**config.mk**
```make
export PLATFORM = sky130hd
export DESIGN_NAME = go_back_n_sender_core
export DESIGN_NICKNAME = d
export VERILOG_FILES = /design/src/hdl/gbn_pkg.sv /design/src/hdl/gbn_front.sv /design/src/hdl/gbn_fifo.sv /design/src/hdl/gbn_back.sv /design/src/hdl/go_back_n_sender_core.sv
export VERILOG_INCLUDE_DIRS = /design/src /design/src/hdl
export SDC_FILE = /design/constraint.sdc
export NUM_CORES = 1
export LEC_CHECK = 0
export BUFFER_PORTS_ARGS = -buffer_cell sky130_fd_sc_hd__clkbuf_2
export CAP_MARGIN = 20
export CELL_PAD_IN_SITES_DETAIL_PLACEMENT = 0
export CELL_PAD_IN_SITES_GLOBAL_PLACEMENT = 1
export CORE_MARGIN = 8
export CORE_UTILIZATION = 54
export CTS_CLUSTER_SIZE = 25
export DETAILED_ROUTE_END_ITERATION = 10
export GPL_ROUTABILITY_DRIVEN = 0
export PLACE_DENSITY_LB_ADDON = 0.1
export SYNTH_ARGS = -nofsm -noshare
export SYNTH_HDL_FRONTEND = slang
export SYNTH_SLANG_ARGS = --single-unit
```
**constraint.sdc**
```tcl
create_clock -name clk_i -period 29 [get_ports clk_i]
set_input_delay 1.45 -clock clk_i [delete_from_list [all_inputs] [get_ports clk_i]]
set_output_delay 1.45 -clock clk_i [all_outputs]
set_load 0.1 [all_outputs]
```
**src/hdl/go_back_n_sender_core_assert.svh**
```systemverilog
// Assertion macros shared by the sender RTL.
`ifndef GO_BACK_N_SENDER_CORE_ASSERT_SVH
`define GO_BACK_N_SENDER_CORE_ASSERT_SVH
`ifndef SYNTHESIS
`define GBN_ASSERT(lbl, prop) \
  lbl: assert property (@(posedge clk_i) disable iff (!rst_ni) (prop)) \
    else $error("gbn assertion failed");
`define GBN_NEVER(lbl, cond) \
  lbl: assert property (@(posedge clk_i) disable iff (!rst_ni) !(cond)) \
    else $error("gbn forbidden condition seen");
`else
`define GBN_ASSERT(lbl, prop)
`define GBN_NEVER(lbl, cond)
`endif
`endif

```
**src/hdl/gbn_pkg.sv**
```systemverilog
`default_nettype none
package gbn_pkg;

  localparam int SEQ_BITS   = 16;
  localparam int MAX_WINDOW = 16;
  localparam int RUN_CNT_W  = $clog2(MAX_WINDOW + 1);

  localparam int DESC_DEPTH = 4;
  localparam int DESC_PTR_W = $clog2(DESC_DEPTH);
  localparam int DESC_CNT_W = $clog2(DESC_DEPTH + 1);

  localparam int CFG_IDX_W  = 2;
  localparam int CFG_DATA_W = 16;

  localparam logic [15:0] LAST_SEQ_RST  = 16'd0;
  localparam logic [4:0]  WINDOW_RST    = 5'd6;
  localparam logic [3:0]  MAX_TRIES_RST = 4'd10;
  localparam logic [15:0] TIMEOUT_RST   = 16'd3;

  typedef logic [SEQ_BITS:0] seq_t;

  typedef enum logic [1:0] {
    FUNC_START = 2'd0,
    FUNC_ACK   = 2'd1,
    FUNC_TICK  = 2'd2
  } func_e;

  typedef enum logic [1:0] {
    KIND_SEND = 2'd0,
    KIND_DONE = 2'd1,
    KIND_FAIL = 2'd2
  } kind_e;

  typedef enum logic [CFG_IDX_W-1:0] {
    CFG_LAST_SEQ    = 2'd0,
    CFG_WINDOW_SIZE = 2'd1,
    CFG_MAX_TRIES   = 2'd2,
    CFG_TIMEOUT     = 2'd3
  } cfg_idx_e;

  typedef struct packed {
    logic [1:0]  func;
    logic [15:0] ack_number;
    logic        ack_is_terminal;
  } gbn_in_t;

  typedef struct packed {
    logic [1:0]          kind;
    logic [SEQ_BITS-1:0] seq_number;
    logic                is_resend;
    logic                last_of_run;
  } gbn_out_t;

  typedef struct packed {
    logic [15:0] last_seq;
    logic [4:0]  window_size;
    logic [3:0]  max_tries;
    logic [15:0] timeout_ticks;
  } gbn_cfg_t;

  // one run of results: cnt consecutive words starting at seq
  typedef struct packed {
    logic [1:0]           kind;
    logic [SEQ_BITS-1:0]  seq;
    logic [RUN_CNT_W-1:0] cnt;
    logic                 resend;
  } gbn_run_t;

endpackage
`default_nettype wire

```
**src/hdl/gbn_front.sv**
```systemverilog
`default_nettype none
`include "go_back_n_sender_core_assert.svh"
module gbn_front (
  input  wire logic                           clk_i,
  input  wire logic                           rst_ni,
  input  wire logic                           push_i,
  input  wire gbn_pkg::gbn_in_t               in_i,
  input  wire logic                           q_full_i,
  output logic                                q_push_o,
  output gbn_pkg::gbn_run_t                   q_data_o,
  input  wire logic                           cfg_we_i,
  input  wire logic [gbn_pkg::CFG_IDX_W-1:0]  cfg_idx_i,
  input  wire logic [gbn_pkg::CFG_DATA_W-1:0] cfg_wdata_i
);
  import gbn_pkg::*;

  gbn_cfg_t    cfg_q;
  logic        active_q, active_d;
  seq_t        base_q, base_d;
  seq_t        next_q, next_d;
  logic [3:0]  tries_q, tries_d;
  logic [15:0] tick_q, tick_d;

  logic                 acc;
  logic                 fill;
  seq_t                 b, s, lim, endv, last1, ack_c;
  logic [RUN_CNT_W-1:0] w_eff, cnt;
  logic [15:0]          tick_n, tick_lim;
  logic                 rsnd;

  assign acc    = push_i && !q_full_i;
  assign last1  = {1'b0, cfg_q.last_seq} + seq_t'(1);
  assign tick_n = tick_q + 16'd1;
  assign tick_lim = (cfg_q.timeout_ticks == 16'd0) ? 16'd1 : cfg_q.timeout_ticks;
  assign ack_c  = (in_i.ack_number > cfg_q.last_seq) ? {1'b0, cfg_q.last_seq}
                                                     : {1'b0, in_i.ack_number};

  always_comb begin
    if (cfg_q.window_size == 5'd0) begin
      w_eff = RUN_CNT_W'(1);
    end else if (int'(cfg_q.window_size) > MAX_WINDOW) begin
      w_eff = RUN_CNT_W'(MAX_WINDOW);
    end else begin
      w_eff = RUN_CNT_W'(cfg_q.window_size);
    end
  end

  always_comb begin
    active_d = active_q;
    base_d   = base_q;
    next_d   = next_q;
    tries_d  = tries_q;
    tick_d   = tick_q;
    q_push_o = 1'b0;
    q_data_o = '0;
    fill     = 1'b0;
    rsnd     = 1'b0;
    b        = base_q;
    s        = next_q;
    lim      = '0;
    endv     = '0;
    cnt      = '0;

    if (acc) begin
      unique case (in_i.func)
        FUNC_START: begin
          active_d = 1'b1;
          b        = '0;
          s        = '0;
          tries_d  = '0;
          tick_d   = '0;
          fill     = 1'b1;
        end
        FUNC_ACK: begin
          if (active_q) begin
            if (in_i.ack_is_terminal) begin
              active_d = 1'b0;
              tick_d   = '0;
              tries_d  = '0;
              q_push_o = 1'b1;
              q_data_o.kind = KIND_DONE;
              q_data_o.cnt  = RUN_CNT_W'(1);
            end else if (ack_c >= base_q) begin
              b       = ack_c + seq_t'(1);
              s       = (next_q < b) ? b : next_q;
              tries_d = '0;
              tick_d  = '0;
              fill    = 1'b1;
            end
          end
        end
        FUNC_TICK: begin
          if (active_q) begin
            tick_d = tick_n;
            if (tick_n >= tick_lim) begin
              tick_d = '0;
              if (tries_q >= cfg_q.max_tries) begin
                active_d = 1'b0;
                tries_d  = '0;
                q_push_o = 1'b1;
                q_data_o.kind = KIND_FAIL;
                q_data_o.cnt  = RUN_CNT_W'(1);
              end else begin
                tries_d = tries_q + 4'd1;
                s       = base_q;
                rsnd    = 1'b1;
                fill    = 1'b1;
              end
            end
          end
        end
        default: ;
      endcase
    end

    // window fill: sends run from s up to min(last_seq + 1, base + window)
    if (fill) begin
      lim  = b + seq_t'(w_eff);
      endv = (last1 < lim) ? last1 : lim;
      cnt  = (endv > s) ? RUN_CNT_W'(endv - s) : '0;
      base_d = b;
      next_d = (endv > s) ? endv : s;
      if (cnt != '0) begin
        q_push_o        = 1'b1;
        q_data_o.kind   = KIND_SEND;
        q_data_o.seq    = s[SEQ_BITS-1:0];
        q_data_o.cnt    = cnt;
        q_data_o.resend = rsnd;
      end
    end
  end

  always_ff @(posedge clk_i or negedge rst_ni) begin
    if (!rst_ni) begin
      active_q <= 1'b0;
      base_q   <= '0;
      next_q   <= '0;
      tries_q  <= '0;
      tick_q   <= '0;
    end else begin
      active_q <= active_d;
      base_q   <= base_d;
      next_q   <= next_d;
      tries_q  <= tries_d;
      tick_q   <= tick_d;
    end
  end

  always_ff @(posedge clk_i or negedge rst_ni) begin
    if (!rst_ni) begin
      cfg_q.last_seq      <= LAST_SEQ_RST;
      cfg_q.window_size   <= WINDOW_RST;
      cfg_q.max_tries     <= MAX_TRIES_RST;
      cfg_q.timeout_ticks <= TIMEOUT_RST;
    end else if (cfg_we_i) begin
      unique case (cfg_idx_i)
        CFG_LAST_SEQ:    cfg_q.last_seq      <= cfg_wdata_i[15:0];
        CFG_WINDOW_SIZE: cfg_q.window_size   <= cfg_wdata_i[4:0];
        CFG_MAX_TRIES:   cfg_q.max_tries     <= cfg_wdata_i[3:0];
        CFG_TIMEOUT:     cfg_q.timeout_ticks <= cfg_wdata_i[15:0];
        default: ;
      endcase
    end
  end

  // next never falls behind base and never runs past a full window
  `GBN_ASSERT(a_next_ge_base, active_q |-> (next_q >= base_q))
  `GBN_ASSERT(a_next_in_window,
              active_q |-> ({1'b0, next_q} <= ({1'b0, base_q} + (SEQ_BITS+2)'(MAX_WINDOW))))

endmodule
`default_nettype wire

```
**src/hdl/gbn_fifo.sv**
```systemverilog
`default_nettype none
`include "go_back_n_sender_core_assert.svh"
module gbn_fifo (
  input  wire logic              clk_i,
  input  wire logic              rst_ni,
  input  wire logic              push_i,
  input  wire gbn_pkg::gbn_run_t data_i,
  output logic                   full_o,
  input  wire logic              pop_i,
  output gbn_pkg::gbn_run_t      data_o,
  output logic                   empty_o
);
  import gbn_pkg::*;

  gbn_run_t                mem_q [DESC_DEPTH];
  logic [DESC_PTR_W-1:0]   wr_q, rd_q;
  logic [DESC_CNT_W-1:0]   cnt_q;

  function automatic logic [DESC_PTR_W-1:0] inc(input logic [DESC_PTR_W-1:0] p);
    return (p == DESC_PTR_W'(DESC_DEPTH - 1)) ? '0 : p + DESC_PTR_W'(1);
  endfunction

  assign full_o  = (cnt_q == DESC_CNT_W'(DESC_DEPTH));
  assign empty_o = (cnt_q == '0);
  assign data_o  = mem_q[rd_q];

  always_ff @(posedge clk_i or negedge rst_ni) begin
    if (!rst_ni) begin
      wr_q  <= '0;
      rd_q  <= '0;
      cnt_q <= '0;
    end else begin
      if (push_i) wr_q <= inc(wr_q);
      if (pop_i)  rd_q <= inc(rd_q);
      if (push_i && !pop_i) begin
        cnt_q <= cnt_q + DESC_CNT_W'(1);
      end else if (pop_i && !push_i) begin
        cnt_q <= cnt_q - DESC_CNT_W'(1);
      end
    end
  end

  always_ff @(posedge clk_i) begin
    if (push_i) mem_q[wr_q] <= data_i;
  end

  `GBN_NEVER(a_no_overflow, push_i && full_o)
  `GBN_NEVER(a_no_underflow, pop_i && empty_o)

endmodule
`default_nettype wire

```
**src/hdl/gbn_back.sv**
```systemverilog
`default_nettype none
`include "go_back_n_sender_core_assert.svh"
module gbn_back (
  input  wire logic              clk_i,
  input  wire logic              rst_ni,
  input  wire logic              q_empty_i,
  input  wire gbn_pkg::gbn_run_t q_data_i,
  output logic                   q_pop_o,
  output gbn_pkg::gbn_out_t      out_o,
  output logic                   empty_o,
  input  wire logic              pop_i
);
  import gbn_pkg::*;

  gbn_run_t cur_q;
  logic     cur_valid_q;
  gbn_out_t out_q;
  logic     out_valid_q;
  logic     advance, cur_last;

  // output slot frees up in the same cycle it is popped
  assign advance  = cur_valid_q && (!out_valid_q || pop_i);
  assign cur_last = (cur_q.cnt == RUN_CNT_W'(1));
  assign q_pop_o  = !q_empty_i && (!cur_valid_q || (advance && cur_last));
  assign out_o    = out_q;
  assign empty_o  = !out_valid_q;

  always_ff @(posedge clk_i or negedge rst_ni) begin
    if (!rst_ni) begin
      cur_valid_q <= 1'b0;
      out_valid_q <= 1'b0;
    end else begin
      if (q_pop_o) begin
        cur_valid_q <= 1'b1;
      end else if (advance && cur_last) begin
        cur_valid_q <= 1'b0;
      end
      if (advance) begin
        out_valid_q <= 1'b1;
      end else if (pop_i) begin
        out_valid_q <= 1'b0;
      end
    end
  end

  always_ff @(posedge clk_i) begin
    if (q_pop_o) begin
      cur_q <= q_data_i;
    end else if (advance) begin
      cur_q.cnt <= cur_q.cnt - RUN_CNT_W'(1);
      cur_q.seq <= cur_q.seq + SEQ_BITS'(1);
    end
    if (advance) begin
      out_q.kind        <= cur_q.kind;
      out_q.seq_number  <= cur_q.seq;
      out_q.is_resend   <= cur_q.resend;
      out_q.last_of_run <= cur_last;
    end
  end

  `GBN_ASSERT(a_run_nonempty, cur_valid_q |-> (cur_q.cnt != '0))

endmodule
`default_nettype wire

```
**src/hdl/go_back_n_sender_core.sv**
```systemverilog
// Go-Back-N sender window control.
// Events enter through a queue-style port: in_i is taken when push_i is high
// and full_o is low. Results leave the same way: out_o holds the oldest word
// while empty_o is low and is taken when pop_i is high.
// Configuration (last_seq, window_size, max_tries, timeout_ticks) is written
// through cfg_we_i / cfg_idx_i / cfg_wdata_i while the block is idle.
// The front updates the window state in the cycle an event is accepted and
// queues at most one run of results (a send burst, done or fail); the front
// takes one event per cycle while the 4-run queue has room.
// The back expands each run into the output register, one word per cycle while
// the receiver keeps taking words; an event's run passes through the run
// queue, the current-run register and the output register, and a run holds at
// most a full 16-packet window.
// Reset clears the window state and queues and loads the register defaults
// (0, 6, 10, 3). When the receiver holds pop_i low the output word stays,
// the back stops, the run queue fills and full_o stalls the event source.
`default_nettype none
module go_back_n_sender_core (
  input  wire logic                           clk_i,
  input  wire logic                           rst_ni,
  input  wire logic                           push_i,
  input  wire gbn_pkg::gbn_in_t               in_i,
  output logic                                full_o,
  output gbn_pkg::gbn_out_t                   out_o,
  output logic                                empty_o,
  input  wire logic                           pop_i,
  input  wire logic                           cfg_we_i,
  input  wire logic [gbn_pkg::CFG_IDX_W-1:0]  cfg_idx_i,
  input  wire logic [gbn_pkg::CFG_DATA_W-1:0] cfg_wdata_i
);
  import gbn_pkg::*;

  logic     q_push, q_pop, q_full, q_empty;
  gbn_run_t q_wdata, q_rdata;

  assign full_o = q_full;

  gbn_front u_front (
    .clk_i       (clk_i),
    .rst_ni      (rst_ni),
    .push_i      (push_i),
    .in_i        (in_i),
    .q_full_i    (q_full),
    .q_push_o    (q_push),
    .q_data_o    (q_wdata),
    .cfg_we_i    (cfg_we_i),
    .cfg_idx_i   (cfg_idx_i),
    .cfg_wdata_i (cfg_wdata_i)
  );

  gbn_fifo u_fifo (
    .clk_i   (clk_i),
    .rst_ni  (rst_ni),
    .push_i  (q_push),
    .data_i  (q_wdata),
    .full_o  (q_full),
    .pop_i   (q_pop),
    .data_o  (q_rdata),
    .empty_o (q_empty)
  );

  gbn_back u_back (
    .clk_i     (clk_i),
    .rst_ni    (rst_ni),
    .q_empty_i (q_empty),
    .q_data_i  (q_rdata),
    .q_pop_o   (q_pop),
    .out_o     (out_o),
    .empty_o   (empty_o),
    .pop_i     (pop_i)
  );

endmodule
`default_nettype wire
```
==> results.md <==
- Tightest Pin Transition: 1.13 ns
- # DRC: 0
- Crit path DAT: 13.46 ns
- Clock transition at path regs: 0.06 ns
- Max clock buf depth: 3
- Synth Warn #: 0
- Hold Path Origin: u_back.cur_q[22]
- Total Neg Setup Slack: 0 ns
- Clock tree root buffer cell: clkbuf_16
- Synthesized cell area: 15200 um2
- Antenna viol nets, final: 0
- Setup Skew: 0.0145 ns
- Flops & latches, synth: 245
- Vias: 11600
- Post-synth top flop: edfxtp_1
- Max-cap violation count: 0
- CTS H-Tree Depth: 1
- DIE AREA: 33800 um2
- Mapped Cells: 1468
- Placed Cells: 1872
- Crit path largest cell delay: 0.52 ns
- Number of synthesized flops with an enable pin: 140
- Fin crit share: 44.9%
- Area share of the leading cell type in the synthesized netlist: 27.6%
- Max-slew violations: 0
- Post-layout minimum cycle time: 13.03 ns
- Area of the multi-input gates: 7820 um2
- # nets final: 1691
- Num CTS Buffers: 28
- Sequential cell area fraction in the yosys report: 45.0%
- Relative slew slack: 24.5%
- RR Startpoint: u_front.cfg_q[37]
- Sw Ratio: 38.7%
- Post-synthesis mux area share: 6.55%
- Core area: 27800 um2
- Outcome: completed
- TritonRoute pass-1 iters: 6
- Via-to-Cell Ratio: 6.02
- Leak pwr: 0.00701 uW
- Initial antenna violation count: 0
- Post-Synthesis Mean Instance Area: 10.4 um2
- Largest net degree at the start of global routing: 55
- Diode count: 0
- Fmax achieved: 76.8 MHz
- Boundary Pins: 64
- Initial drt markers: 1052
- Largest family of logic cells by synthesized area: compound AO/OA/AOI/OAI gates
- Synth Area in Simple Gates: 14.1%
- CP startpoint kind: input pin
- Clock latency on the worst-skew pair: 0.56 ns
- Hold path cells: 0
- Synth Area in Adders: 10.4%
- Combinational power share: 41.8%
- Unrepaired setup endpoints after global routing: no
- Type of the most critical hold path: flop to flop
- Final hold violations: 0
- Final setup vio count: 0
- Share of layout cells above drive strength 1: 14.3%
- Worst Setup End Kind: flop
- Reg power frac: 33.1%
- Mapped Nets: 1635
- Cts hold-fix bufs: 0
- Area fraction in compound gates after synthesis: 15.5%
- Post-Layout Cell Count: 1924
- Cell taking the most area after synthesis: edfxtp_1
- Area share of xor/xnor cells in the synthesized design: 4.72%
- Total track usage: 24.4%
- First-pass GRT wire length: 64.5 mm
- Clock network power share: 25.1%
- Pwr/cell area: 85.7 nW/um2
- Slowest CP cell: or4_4
- Sw power: 561 uW
- Synth top area cells: edfxtp_1 (28%), dfrtp_1 (16%), ha_1 (10%), o21ai_0 (3.8%), mux4_2 (3.6%)
- Seq. cell area: 6840 um2
- WS Path Type: input pin to flop
- Required time of the critical path: 29.43 ns
- Cell-internal power: 888 uW
- VDD IR-drop max: 0.0000630 V
- Initial Util: 54.8%
- Die height: 184 um
- Port Buffers: 63
- Clk sink count: 245
- Layout area overhead: 11.1%
- Dpl hpwl: 31.5 mm
- Die width: 184 um
- Synth cell types: 82
- Core Rows: 61
- GRT Residual Overflow: 0
- Fillcell total: 2412
- DR WL/cell: 21.5 um
- CTS tree: built
- Final wirelength: 41.3 mm
- Worst-path fanout max: 43
- Vias in the first global route: 11400
- CP Launch Point: in_i[14]
- Async set or reset register ratio after synthesis: 42.9%
- R2R cell count: 52
- Post-cts resize count: 0
- Post-CTS Setup Inserts: 0
## sequential cells by signal, summed over array words and instances (netlist names)
| name | count |
|---|---|
| u_front.tries_q | 4 |
| u_front.cfg_q | 41 |
| u_back.cur_q | 24 |
| u_fifo.rd_q | 2 |
| u_front.base_q | 17 |
| u_front.active_q | 1 |
| u_back.out_o | 20 |
| u_front.tick_q | 16 |
| u_front.next_q | 17 |
| u_fifo.cnt_q | 3 |
| u_back.out_valid_q | 1 |
| u_fifo.wr_q | 2 |
| u_back.cur_valid_q | 1 |
| u_fifo.mem_q | 96 |
## synth_stat cells, drive strengths merged, types with 5 or more instances
cell / n
a21oi: 57
nand3: 55
o21ai: 136
a31oi: 7
xor2: 38
nand2: 140
edfxtp: 140
o31ai: 17
nor2: 108
a22oi: 7
and2: 10
clkbuf: 47
mux2i: 8
dfstp: 6
dfrtp: 99
nand4: 25
or3: 5
and4: 5
nor2b: 21
a22o: 22
xnor2: 44
ha: 122
buf: 11
and3: 22
mux4: 24
o221ai: 6
nand2b: 17
or2: 7
nor3: 21
mux2: 33
nor4: 5
a222oi: 15
inv: 87
o21a: 14
a21o: 28
## through the flow
stage | total power, uW | hold slack [ns] | instance area (um2) | setup slack, ns | util (%)
global placement | 1070 | 0.403 | 15900 | 15.75 | 57.4
floorplan | 916 | 0.400 | 15200 | 15.71 | -
global route | 1540 | 0.425 | 16900 | 15.03 | 60.9
finish | 1450 | 0.420 | 16900 | 15.97 | 60.9
CTS | 1450 | 0.421 | 16900 | 16.18 | 60.9
detailed placement | 1080 | 0.407 | 15900 | 15.64 | 57.4
## cell usage in the layout (no fill, tap or decap), types with 6 or more instances in the layout
cell type  instances
and3_1            21
a21o_1            28
o221ai_1           6
ha_1             122
and2_1             9
a22o_1            22
a21oi_1           55
mux2i_1            7
buf_4             22
clkbuf_2          62
edfxtp_1         140
nand4_1           25
nand3_1           55
mux2_2            33
nand2_1          139
nor2_1           108
clkbuf_16         28
nand2b_1          17
xnor2_1           44
mux4_2            24
clkbuf_1           7
o21a_1            14
nor3_1            21
inv_1             87
a31oi_1            6
o21ai_1           17
dfrtp_1           99
dfstp_2            6
o31ai_1           15
xor2_1            38
a22oi_1            7
o21ai_0          115
nor2b_1           17
a222oi_1          15
## cell families (layout without fill, tap and decap cells)
| kind of cell | after synthesis | count (layout) |
|---|---|---|
| XOR/XNOR | 82 | 82 |
| multiplexers | 65 | 65 |
| buffers and inverters | 146 | 224 |
| AND/OR/NAND/NOR | 450 | 450 |
| AO/OA/AOI/OAI | 355 | 355 |
| flip-flops | 245 | 245 |
| adder cells (fa/ha/maj) | 125 | 125 |
## layer usage
layer,GRT usage (%),share of wire (%),wire length (um)
met1,31.6,42,17400
met2,40.1,47,19300
met3,3.97,6.4,2650
met4,10.6,4.6,1920
met5,0,0,0
## critical path: cells and delay by family
family | cells | cell delay, ns
fa+ha+maj | 7 | 1.97
buf+inv | 5 | 0.66
xor+xnor | 1 | 0.18
compound gates | 25 | 5.54
mux | 1 | 0.26
simple gates | 14 | 3.37
## worst paths after layout
kind / endpoint / slack [ns]
max reg2reg: u_fifo.cnt_q[1] / 16.30
max: u_fifo.cnt_q[1] / 15.97
min reg2reg: u_back.out_o[18] / 0.42
min in group asynchronous: u_front.cfg_q[3] / 0.94
max in group asynchronous: u_front.base_q[6] / 26.81
min: u_back.out_o[18] / 0.42
## power by group through the flow
stage	sequential, uW	clock (uW)	combinational, uW
CTS	478	370	600
finish	479	363	606
global placement	483	0	591
detailed placement	485	0	597
global route	487	381	669
floorplan	486	0	430
## layout make-up
cell class / count / area share, %
repair buffers: 84 / 2.81
clock inverters: 12 / 1.01
inverters: 88 / 1.95
flip-flops and latches: 245 / 40.5
well taps: 378 / 2.80
clock buffers: 40 / 4.71
multi-input cells: 1077 / 46.3
(Power assumes the default switching activity.)
